File: src/design/lamp_supply_protection_supervisor_unit_macros.svh
// assertion helpers used by the supervisor core rtl
`ifndef LAMP_SUPPLY_PROTECTION_SUPERVISOR_UNIT_MACROS_SVH
`define LAMP_SUPPLY_PROTECTION_SUPERVISOR_UNIT_MACROS_SVH

// same-cycle implication, held off while reset is low
`define LSPS_ASSERT_IMP(lbl, clk, rstn, ante, cons, msg) \
    lbl: assert property (@(posedge clk) disable iff (!rstn) (ante) |-> (cons)) \
        else $error(msg);

// next-cycle implication, held off while reset is low
`define LSPS_ASSERT_NXT(lbl, clk, rstn, ante, cons, msg) \
    lbl: assert property (@(posedge clk) disable iff (!rstn) (ante) |=> (cons)) \
        else $error(msg);

`endif

File: src/design/lsps_pkg.sv
package lsps_pkg;

    typedef logic [2:0] t_cmd;
    localparam t_cmd CMD_CHECK   = 3'd0;
    localparam t_cmd CMD_MONITOR = 3'd1;
    localparam t_cmd CMD_LINE_ON = 3'd2;
    localparam t_cmd CMD_LINE_OFF = 3'd3;
    localparam t_cmd CMD_CLEAR   = 3'd4;

    typedef logic [2:0] t_cause;
    localparam t_cause CAUSE_NONE     = 3'd0;
    localparam t_cause CAUSE_SHORTS   = 3'd1;
    localparam t_cause CAUSE_OVERVOLT = 3'd2;
    localparam t_cause CAUSE_UNDERVOLT = 3'd3;
    localparam t_cause CAUSE_OVERTEMP = 3'd4;

    typedef logic [1:0] t_band;
    localparam t_band BAND_NORMAL = 2'd0;
    localparam t_band BAND_MIDDLE = 2'd1;
    localparam t_band BAND_UPPER  = 2'd2;

    localparam logic [9:0] DUTY_FULL   = 10'd1023;
    localparam logic [9:0] DUTY_MIDDLE = 10'd800;
    localparam logic [9:0] DUTY_OFF    = 10'd0;
    localparam logic [7:0] CNT_WRAP    = 8'd254;

    // register indexes on the apb port
    typedef logic [2:0] t_reg_idx;
    localparam t_reg_idx REG_VOLT_OFF_HIGH   = 3'd0;
    localparam t_reg_idx REG_VOLT_WARN_UPPER = 3'd1;
    localparam t_reg_idx REG_VOLT_WARN_LOWER = 3'd2;
    localparam t_reg_idx REG_VOLT_OFF_LOW    = 3'd3;
    localparam t_reg_idx REG_BAND_HYST       = 3'd4;
    localparam t_reg_idx REG_TEMP_DERATE     = 3'd5;
    localparam t_reg_idx REG_TEMP_OFF        = 3'd6;
    localparam t_reg_idx REG_DUTY_REDUCED    = 3'd7;

    typedef struct packed {
        logic [13:0]        volt_off_high;
        logic [13:0]        volt_warn_upper;
        logic [13:0]        volt_warn_lower;
        logic [13:0]        volt_off_low;
        logic [9:0]         band_hysteresis;
        logic signed [11:0] temp_derate;
        logic signed [11:0] temp_off;
        logic [9:0]         duty_reduced;
    } t_cfg;

    typedef struct packed {
        t_cmd               cmd;
        logic [13:0]        supply_mv;
        logic signed [11:0] temp_tenths;
        logic [3:0]         short_flags;
        logic [1:0]         line_index;
    } t_in_word;

    typedef struct packed {
        logic [3:0] line_enables;
        logic [9:0] pwm_duty;
        logic       shut_down;
        t_cause     shutdown_cause;
        t_band      voltage_band;
        logic [7:0] short_faults;
        logic [7:0] overvolt_faults;
        logic [7:0] undervolt_faults;
        logic [7:0] overtemp_faults;
    } t_out_word;

endpackage

File: src/design/lsps_cfg.sv
module lsps_cfg
    import lsps_pkg::*;
(
    input  logic        i_clk,
    input  logic        i_rst_n,
    input  logic        psel,
    input  logic        penable,
    input  logic        pwrite,
    input  logic [4:0]  paddr,
    input  logic [31:0] pwdata,
    output logic [31:0] prdata,
    output logic        pready,
    output t_cfg        o_cfg
);

    t_cfg     r_cfg;
    t_reg_idx w_idx;
    logic     w_wr;

    assign w_idx  = paddr[4:2];
    assign w_wr   = psel && penable && pwrite;
    assign pready = 1'b1;
    assign o_cfg  = r_cfg;

    always_ff @(posedge i_clk) begin
        if (!i_rst_n) begin
            r_cfg.volt_off_high   <= 14'd8000;
            r_cfg.volt_warn_upper <= 14'd7000;
            r_cfg.volt_warn_lower <= 14'd6000;
            r_cfg.volt_off_low    <= 14'd4000;
            r_cfg.band_hysteresis <= 10'd150;
            r_cfg.temp_derate     <= 12'sd300;
            r_cfg.temp_off        <= 12'sd350;
            r_cfg.duty_reduced    <= 10'd600;
        end else if (w_wr) begin
            case (w_idx)
                REG_VOLT_OFF_HIGH:   r_cfg.volt_off_high   <= pwdata[13:0];
                REG_VOLT_WARN_UPPER: r_cfg.volt_warn_upper <= pwdata[13:0];
                REG_VOLT_WARN_LOWER: r_cfg.volt_warn_lower <= pwdata[13:0];
                REG_VOLT_OFF_LOW:    r_cfg.volt_off_low    <= pwdata[13:0];
                REG_BAND_HYST:       r_cfg.band_hysteresis <= pwdata[9:0];
                REG_TEMP_DERATE:     r_cfg.temp_derate     <= pwdata[11:0];
                REG_TEMP_OFF:        r_cfg.temp_off        <= pwdata[11:0];
                REG_DUTY_REDUCED:    r_cfg.duty_reduced    <= pwdata[9:0];
                default: ;
            endcase
        end
    end

    // temperatures read back sign extended
    always_comb begin
        case (w_idx)
            REG_VOLT_OFF_HIGH:   prdata = {18'd0, r_cfg.volt_off_high};
            REG_VOLT_WARN_UPPER: prdata = {18'd0, r_cfg.volt_warn_upper};
            REG_VOLT_WARN_LOWER: prdata = {18'd0, r_cfg.volt_warn_lower};
            REG_VOLT_OFF_LOW:    prdata = {18'd0, r_cfg.volt_off_low};
            REG_BAND_HYST:       prdata = {22'd0, r_cfg.band_hysteresis};
            REG_TEMP_DERATE:     prdata = {{20{r_cfg.temp_derate[11]}}, r_cfg.temp_derate};
            REG_TEMP_OFF:        prdata = {{20{r_cfg.temp_off[11]}}, r_cfg.temp_off};
            REG_DUTY_REDUCED:    prdata = {22'd0, r_cfg.duty_reduced};
            default:             prdata = 32'd0;
        endcase
    end

endmodule

File: src/design/lsps_core.sv
`include "lamp_supply_protection_supervisor_unit_macros.svh"

module lsps_core
    import lsps_pkg::*;
(
    input  logic      i_clk,
    input  logic      i_rst_n,
    input  logic      i_advance,
    input  t_in_word  i_item,
    input  t_cfg      i_cfg,
    output t_out_word o_next
);

    logic [3:0] r_lines,  n_lines;
    logic [9:0] r_duty,   n_duty;
    t_band      r_band,   n_band;
    logic       r_halt,   n_halt;
    t_cause     r_cause,  n_cause;
    logic [7:0] r_cnt [4];
    logic [7:0] n_cnt [4];

    logic              w_multi_short;
    logic              w_over_v;
    logic              w_under_v;
    logic              w_over_t;
    logic              w_derate;
    logic signed [14:0] w_mv;
    logic signed [14:0] w_upper_edge;
    logic signed [14:0] w_lower_edge;
    logic [3:0]        w_line_bit;
    t_cause            w_fault;

    assign w_multi_short = (i_item.short_flags & (i_item.short_flags - 4'd1)) != 4'd0;
    assign w_over_v      = i_item.supply_mv >= i_cfg.volt_off_high;
    assign w_under_v     = i_item.supply_mv <= i_cfg.volt_off_low;
    assign w_over_t      = i_item.temp_tenths >= i_cfg.temp_off;
    assign w_derate      = i_item.temp_tenths >= i_cfg.temp_derate;
    assign w_mv          = $signed({1'b0, i_item.supply_mv});
    assign w_upper_edge  = $signed({1'b0, i_cfg.volt_warn_upper})
                         - $signed({5'd0, i_cfg.band_hysteresis});
    assign w_lower_edge  = $signed({1'b0, i_cfg.volt_warn_lower})
                         - $signed({5'd0, i_cfg.band_hysteresis});
    assign w_line_bit    = 4'b0001 << i_item.line_index;

    // first fault in priority order
    always_comb begin
        if (w_multi_short)  w_fault = CAUSE_SHORTS;
        else if (w_over_v)  w_fault = CAUSE_OVERVOLT;
        else if (w_under_v) w_fault = CAUSE_UNDERVOLT;
        else if (w_over_t)  w_fault = CAUSE_OVERTEMP;
        else                w_fault = CAUSE_NONE;
    end

    always_comb begin
        n_lines = r_lines;
        n_duty  = r_duty;
        n_band  = r_band;
        n_halt  = r_halt;
        n_cause = r_cause;
        for (int k = 0; k < 4; k++) n_cnt[k] = r_cnt[k];

        case (i_item.cmd)
            CMD_CHECK, CMD_MONITOR: begin
                if (!r_halt) begin
                    if (w_fault != CAUSE_NONE) begin
                        n_lines = 4'd0;
                        n_duty  = DUTY_OFF;
                        n_halt  = 1'b1;
                        n_cause = w_fault;
                        n_cnt[w_fault[1:0] - 2'd1] =
                            (r_cnt[w_fault[1:0] - 2'd1] >= CNT_WRAP) ? 8'd0
                            : r_cnt[w_fault[1:0] - 2'd1] + 8'd1;
                    end else begin
                        if (w_derate) begin
                            n_duty = i_cfg.duty_reduced;
                        end else if (i_item.supply_mv >= i_cfg.volt_warn_upper) begin
                            n_duty = i_cfg.duty_reduced;
                            n_band = BAND_UPPER;
                        end else if (i_item.supply_mv >= i_cfg.volt_warn_lower) begin
                            if (r_band == BAND_UPPER && w_mv > w_upper_edge) begin
                                n_duty = i_cfg.duty_reduced;
                            end else begin
                                n_duty = DUTY_MIDDLE;
                                n_band = BAND_MIDDLE;
                            end
                        end else begin
                            if (r_band == BAND_MIDDLE && w_mv > w_lower_edge) begin
                                n_duty = DUTY_MIDDLE;
                            end else begin
                                n_duty = DUTY_FULL;
                                n_band = BAND_NORMAL;
                            end
                        end
                        if (i_item.cmd == CMD_MONITOR) n_lines = r_lines & ~i_item.short_flags;
                    end
                end
            end
            CMD_LINE_ON: begin
                if (!r_halt) n_lines = r_lines | w_line_bit;
            end
            CMD_LINE_OFF: begin
                n_lines = r_lines & ~w_line_bit;
            end
            CMD_CLEAR: begin
                for (int k = 0; k < 4; k++) n_cnt[k] = 8'd0;
            end
            default: ;
        endcase
    end

    always_ff @(posedge i_clk) begin
        if (!i_rst_n) begin
            r_lines <= 4'hF;
            r_duty  <= DUTY_FULL;
            r_band  <= BAND_NORMAL;
            r_halt  <= 1'b0;
            r_cause <= CAUSE_NONE;
            for (int k = 0; k < 4; k++) r_cnt[k] <= 8'd0;
        end else if (i_advance) begin
            r_lines <= n_lines;
            r_duty  <= n_duty;
            r_band  <= n_band;
            r_halt  <= n_halt;
            r_cause <= n_cause;
            for (int k = 0; k < 4; k++) r_cnt[k] <= n_cnt[k];
        end
    end

    assign o_next.line_enables     = n_lines;
    assign o_next.pwm_duty         = n_duty;
    assign o_next.shut_down        = n_halt;
    assign o_next.shutdown_cause   = n_cause;
    assign o_next.voltage_band     = n_band;
    assign o_next.short_faults     = n_cnt[0];
    assign o_next.overvolt_faults  = n_cnt[1];
    assign o_next.undervolt_faults = n_cnt[2];
    assign o_next.overtemp_faults  = n_cnt[3];

    `LSPS_ASSERT_IMP(a_halt_lines_off, i_clk, i_rst_n, r_halt, (r_lines == 4'd0) && (r_duty == DUTY_OFF), "halted with lines or duty on")
    `LSPS_ASSERT_IMP(a_cause_matches_halt, i_clk, i_rst_n, 1'b1, r_halt == (r_cause != CAUSE_NONE), "cause and halt latch disagree")
    `LSPS_ASSERT_NXT(a_halt_sticks, i_clk, i_rst_n, r_halt, r_halt, "halt latch released without reset")
    `LSPS_ASSERT_IMP(a_cnt_range, i_clk, i_rst_n, 1'b1, (r_cnt[0] != 8'hFF) && (r_cnt[1] != 8'hFF) && (r_cnt[2] != 8'hFF) && (r_cnt[3] != 8'hFF), "fault counter left its range")

endmodule

File: src/design/lamp_supply_protection_supervisor_unit.sv
// a word accepted into the input register moves on into the result register, where it shows as a result word
// throughput: one word per cycle; input and result registers stall only when the
//   result register is full and not taken
// reset: i_rst_n synchronous active low; lines all on, duty 1023, no shutdown,
//   counters zero, registers at their defaults; no item is held
module lamp_supply_protection_supervisor_unit
    import lsps_pkg::*;
(
    input  logic        i_clk,
    input  logic        i_rst_n,
    // input word channel
    input  logic        i_in_valid,
    output logic        o_in_ready,
    input  t_in_word    i_in_word,
    // result word channel
    output logic        o_out_valid,
    input  logic        i_out_ready,
    output t_out_word   o_out_word,
    // apb register port
    input  logic        psel,
    input  logic        penable,
    input  logic        pwrite,
    input  logic [4:0]  paddr,
    input  logic [31:0] pwdata,
    output logic [31:0] prdata,
    output logic        pready
);

    t_cfg      w_cfg;
    t_out_word w_next;

    // input register
    logic      r_in_valid;
    t_in_word  r_in_word;
    // result register
    logic      r_out_valid;
    t_out_word r_out_word;

    logic w_advance;

    // the held word moves on when the result register is empty or being drained
    assign w_advance  = r_in_valid && (!r_out_valid || i_out_ready);
    // a new word enters whenever the input register frees up this cycle
    assign o_in_ready = !r_in_valid || w_advance;

    always_ff @(posedge i_clk) begin
        if (!i_rst_n) begin
            r_in_valid <= 1'b0;
        end else if (o_in_ready) begin
            r_in_valid <= i_in_valid;
        end
    end

    // payload needs no reset
    always_ff @(posedge i_clk) begin
        if (o_in_ready && i_in_valid) begin
            r_in_word <= i_in_word;
        end
    end

    always_ff @(posedge i_clk) begin
        if (!i_rst_n) begin
            r_out_valid <= 1'b0;
        end else if (w_advance) begin
            r_out_valid <= 1'b1;
        end else if (i_out_ready) begin
            r_out_valid <= 1'b0;
        end
    end

    always_ff @(posedge i_clk) begin
        if (w_advance) begin
            r_out_word <= w_next;
        end
    end

    assign o_out_valid = r_out_valid;
    assign o_out_word  = r_out_word;

    // threshold registers
    lsps_cfg u_cfg (
        .i_clk   (i_clk),
        .i_rst_n (i_rst_n),
        .psel    (psel),
        .penable (penable),
        .pwrite  (pwrite),
        .paddr   (paddr),
        .pwdata  (pwdata),
        .prdata  (prdata),
        .pready  (pready),
        .o_cfg   (w_cfg)
    );

    // protection state and decision logic; state commits as the word moves on
    lsps_core u_core (
        .i_clk     (i_clk),
        .i_rst_n   (i_rst_n),
        .i_advance (w_advance),
        .i_item    (r_in_word),
        .i_cfg     (w_cfg),
        .o_next    (w_next)
    );

endmodule

File: config.mk
export PLATFORM = sky130hd
export DESIGN_NAME = lamp_supply_protection_supervisor_unit
export DESIGN_NICKNAME = d
export VERILOG_FILES = /design/src/design/lsps_pkg.sv /design/src/design/lsps_cfg.sv /design/src/design/lsps_core.sv /design/src/design/lamp_supply_protection_supervisor_unit.sv
export VERILOG_INCLUDE_DIRS = /design/src /design/src/design
export SDC_FILE = /design/constraint.sdc
export NUM_CORES = 1
export LEC_CHECK = 0
export ABC_AREA = 1
export BUFFER_PORTS_ARGS = -buffer_cell sky130_fd_sc_hd__buf_2
export CAP_MARGIN = 40
export CELL_PAD_IN_SITES_DETAIL_PLACEMENT = 2
export CELL_PAD_IN_SITES_GLOBAL_PLACEMENT = 2
export CORE_MARGIN = 5
export CORE_UTILIZATION = 35
export CTS_CLUSTER_SIZE = 8
export DETAILED_ROUTE_END_ITERATION = 16
export GPL_TIMING_DRIVEN = 0
export PLACE_DENSITY_LB_ADDON = 0.1
export SLEW_MARGIN = 20
export SYNTH_ARGS = -nofsm -noshare
export SYNTH_HDL_FRONTEND = slang
export SYNTH_HIERARCHICAL = 1
export SYNTH_SLANG_ARGS = --single-unit
File: constraint.sdc
create_clock -name i_clk -period 6.4 [get_ports i_clk]
set_input_delay 0.32 -clock i_clk [delete_from_list [all_inputs] [get_ports i_clk]]
set_output_delay 0.32 -clock i_clk [all_outputs]
set_load 0.01 [all_outputs]
==> impl_metrics.csv <==
group,metric,value,unit
routing,vias_per_cell,5.25,
layout,syn_to_final_growth,19.5,%
global_route,busiest_layer,"met2",
setup_path,cp_max_fo,11,
place,dp_cells,2743,
synth,netlist_instances,2019,
timing,hold_viol_final,0,
place,globalplace.congestion,0.899,
synth,synth-main-ff-cell,"dfxtp_1",
routing,firstDrtPassIters,5,
layout,final_cell_mix,"nand2_1 (476), inv_1 (260), nor2_1 (204), buf_2 (149)",
place,port_buffers,134,
floorplanning,core-area,0.0433,mm2
pwr,p_leak,8.91,nW
pwr,peakVddDrop,177,uV
global_route,grt_use_met3,0.0324,
synth,syn_area,0.0154,mm2
timing,fin_crit,4940,ps
timing,whs,55.4,ps
setup_path,arrival,5310,ps
timing,rsz0062_at_grt,"no",
floorplanning,die_h,219,um
timing,setup-violations-final,0,
synth,synth_nets,2235,
cts,clkSinkCount,241,
timing,finalClockSkew,20.2,ps
timing,min_period_over_period,0.771,
synth,synth-seq-cells,241,
global_route,antenna_found_initial,1,
global_route,grt_pass1_vias,16500,
timing,slew_headroom,0.423,
timing,maxSlewViolCount,0,
run,drv_cap,0,
setup_path,cp_slowest_cell,"edfxtp_1",
cts,post-cts-setup-buffers,0,
pwr,power.density,238,mW/mm2
global_route,overflow,0,
synth,ys_warn_count,6,
min_path,hp-class,"primary input to flop",
global_route,met2_usage,0.490,
layout,stdcell_count,2842,
cts,h-tree-depth,2,
synth,async_flop_share,0,
place,placedInstanceArea,0.0169,mm2
cts,clock_path_buffers,3,
setup_path,timing.critical_path.mode_cell,"nand2_1",
cts,insertion_delay,560,ps
layout,fin_area,0.0184,mm2
setup_path,cpPeakStageDelay,570,ps
layout,final_common_cell,"nand2_1",
synth,synth.avg_cell_area,7.61,um2
cts,numCtsBuffers,37,
layout,insertedDiodeCount,0,
layout,drive_above_1_share,0.137,
routing,drc,0,
timing,clock.fmax,203,MHz
global_route,grt_pass1_wl,96800,um
setup_path,critPathRequiredTime,6780,ps
synth,ys_types,50,
place,place_hpwl,49200,um
routing,ant_nets,0,
floorplanning,ioPinCount,166,
setup_path,crit_path_end_kind,"flop",
layout,fill_cells,5054,
routing,drtIter0Drc,565,
floorplanning,die_area,0.0482,mm2
setup_path,start_kind,"flop",
global_route,grt_max_degree,29,
global_route,met1_usage,0.312,
synth,synth_edf_count,119,
routing,routed_wl,63500,um
floorplanning,die_x,219,um
cts,clkSlewWorstSetupHoldPaths,50,ps
routing,vias,14900,
floorplanning,num_rows,76,
timing,worst_slew_pin_slew,865,ps
global_route,grt_usage,0.262,
layout,nets,2448,
cts,cts_tree,"yes",
routing,routedWlPerCell,22.3,um
synth,seq_area_frac_synth,0.392,
floorplanning,start_util,0.355,
cts,cts-root-buf,"clkbuf_16",
outcome,status,"complete, no violations",
setup_path,critical_path_class,"flop to flop",
[layout make-up]
cell class	instances	area, um2	area share
Sequential cell	241	6020	0.328
Buffer	97	519	0.0283
Timing Repair Buffer	174	1140	0.0620
Clock buffer	62	1090	0.0595
Clock inverter	2	17.5	0.000954
Tap cell	585	732	0.0399
Multi-Input combinational cell	1405	7800	0.425
Inverter	276	1040	0.0564
[cells in the mapped netlist (5+ instances only)]
master     count  share of area
nand2_1      476           0.12
inv_1        261          0.064
nor2_1       204          0.050
ha_1         135           0.11
nand3_1      135          0.044
dfxtp_1      122           0.16
edfxtp_1     119           0.23
a21oi_1      115          0.037
o21ai_0       90          0.029
nand4_1       62          0.025
clkbuf_1      48          0.012
buf_4         27          0.013
o21ai_1       17         0.0055
xor2_1        17         0.0097
buf_2         15         0.0049
inv_2         14         0.0034
o211ai_1      13         0.0064
nand2_2       11         0.0045
nor2_2        10         0.0041
nor3_1        10         0.0033
o22ai_1        9         0.0037
or2_2          8         0.0033
a21o_1         7         0.0034
a21oi_2        7         0.0040
nand2_4        7         0.0051
o21bai_1       7         0.0034
xnor2_1        7         0.0040
nand3_2        6         0.0039
o2111ai_1      5         0.0029
o21ai_2        5         0.0029
o221ai_1       5         0.0029
[report_power, final]
part | internal, W | switching, W
sequential | 0.00169 | 0.0000528
combinational | 0.000223 | 0.000492
clock | 0.00115 | 0.000753
[sequential cells by signal (all words and copies together) (netlist names)]
register,cells
o_out_valid,1
u_core/r_cnt,32
o_out_word,52
r_in_word,35
u_core/r_duty,10
u_core/r_halt,1
u_core/r_cause,3
u_core/r_band,2
u_cfg/o_cfg,100
u_core/r_lines,4
r_in_valid,1
[kinds of logic (layout without fill, tap and decap cells)]
kind of cell / Yosys count / in the layout / synth area share
xor gates and xnor gates: 24 / 24 / 0.0137
AOI/OAI and AO/OA: 298 / 298 / 0.112
adders and majority gates: 137 / 137 / 0.113
buffers and inverters: 373 / 611 / 0.101
other: 1 / 1 / 0.000244
and+or+nand+nor: 945 / 945 / 0.269
DFF: 241 / 241 / 0.392
[critical path, delay by kind of cell, from the launching register on]
| kind | cells | cell delay (ps) |
|---|---|---|
| compound gates | 3 | 510 |
| fa+ha+maj | 3 | 890 |
| buf+inv | 7 | 1010 |
| flops | 1 | 570 |
| simple gates | 12 | 1770 |
[worst paths after layout]
| path | start | slack, ps | cells past startpoint | to |
|---|---|---|---|---|
| worst min register to register | u_core/r_cause[0] | 490 | 2 | u_core/r_cause[0] |
| worst min-delay path | i_in_valid | 60 | 3 | r_in_valid |
| worst max register to register | r_in_word[23] | 1460 | 25 | u_core/r_cnt[2][4] |
| worst max-delay path | r_in_word[23] | 1460 | 25 | u_core/r_cnt[2][4] |
[layer usage]
layer  routed length (um)  vias up
met2                32800      251
met1                26800     7486
met4                 1850        2
met5                   13        -
met3                 1950       99
li1                     -     7086
[metrics by stage]
stage / power (W) / util / TNS [ps] / setup WS [ps]
floorplan: 0.00218 / - / 0 / 1410
global placement: 0.00243 / 0.387 / -42090 / -1050
detailed placement: 0.00247 / 0.390 / 0 / 1460
CTS: 0.00442 / 0.424 / 0 / 1440
global route: 0.00456 / 0.424 / 0 / 1030
finish: 0.00437 / 0.424 / 0 / 1460
[repair_timing]
action                                 CTS  global route
hold buffers                            35             0
gates resized for setup                  0             0
endpoints found under the hold margin   35             0
Note: power is estimated with default switching activity, not from simulation.
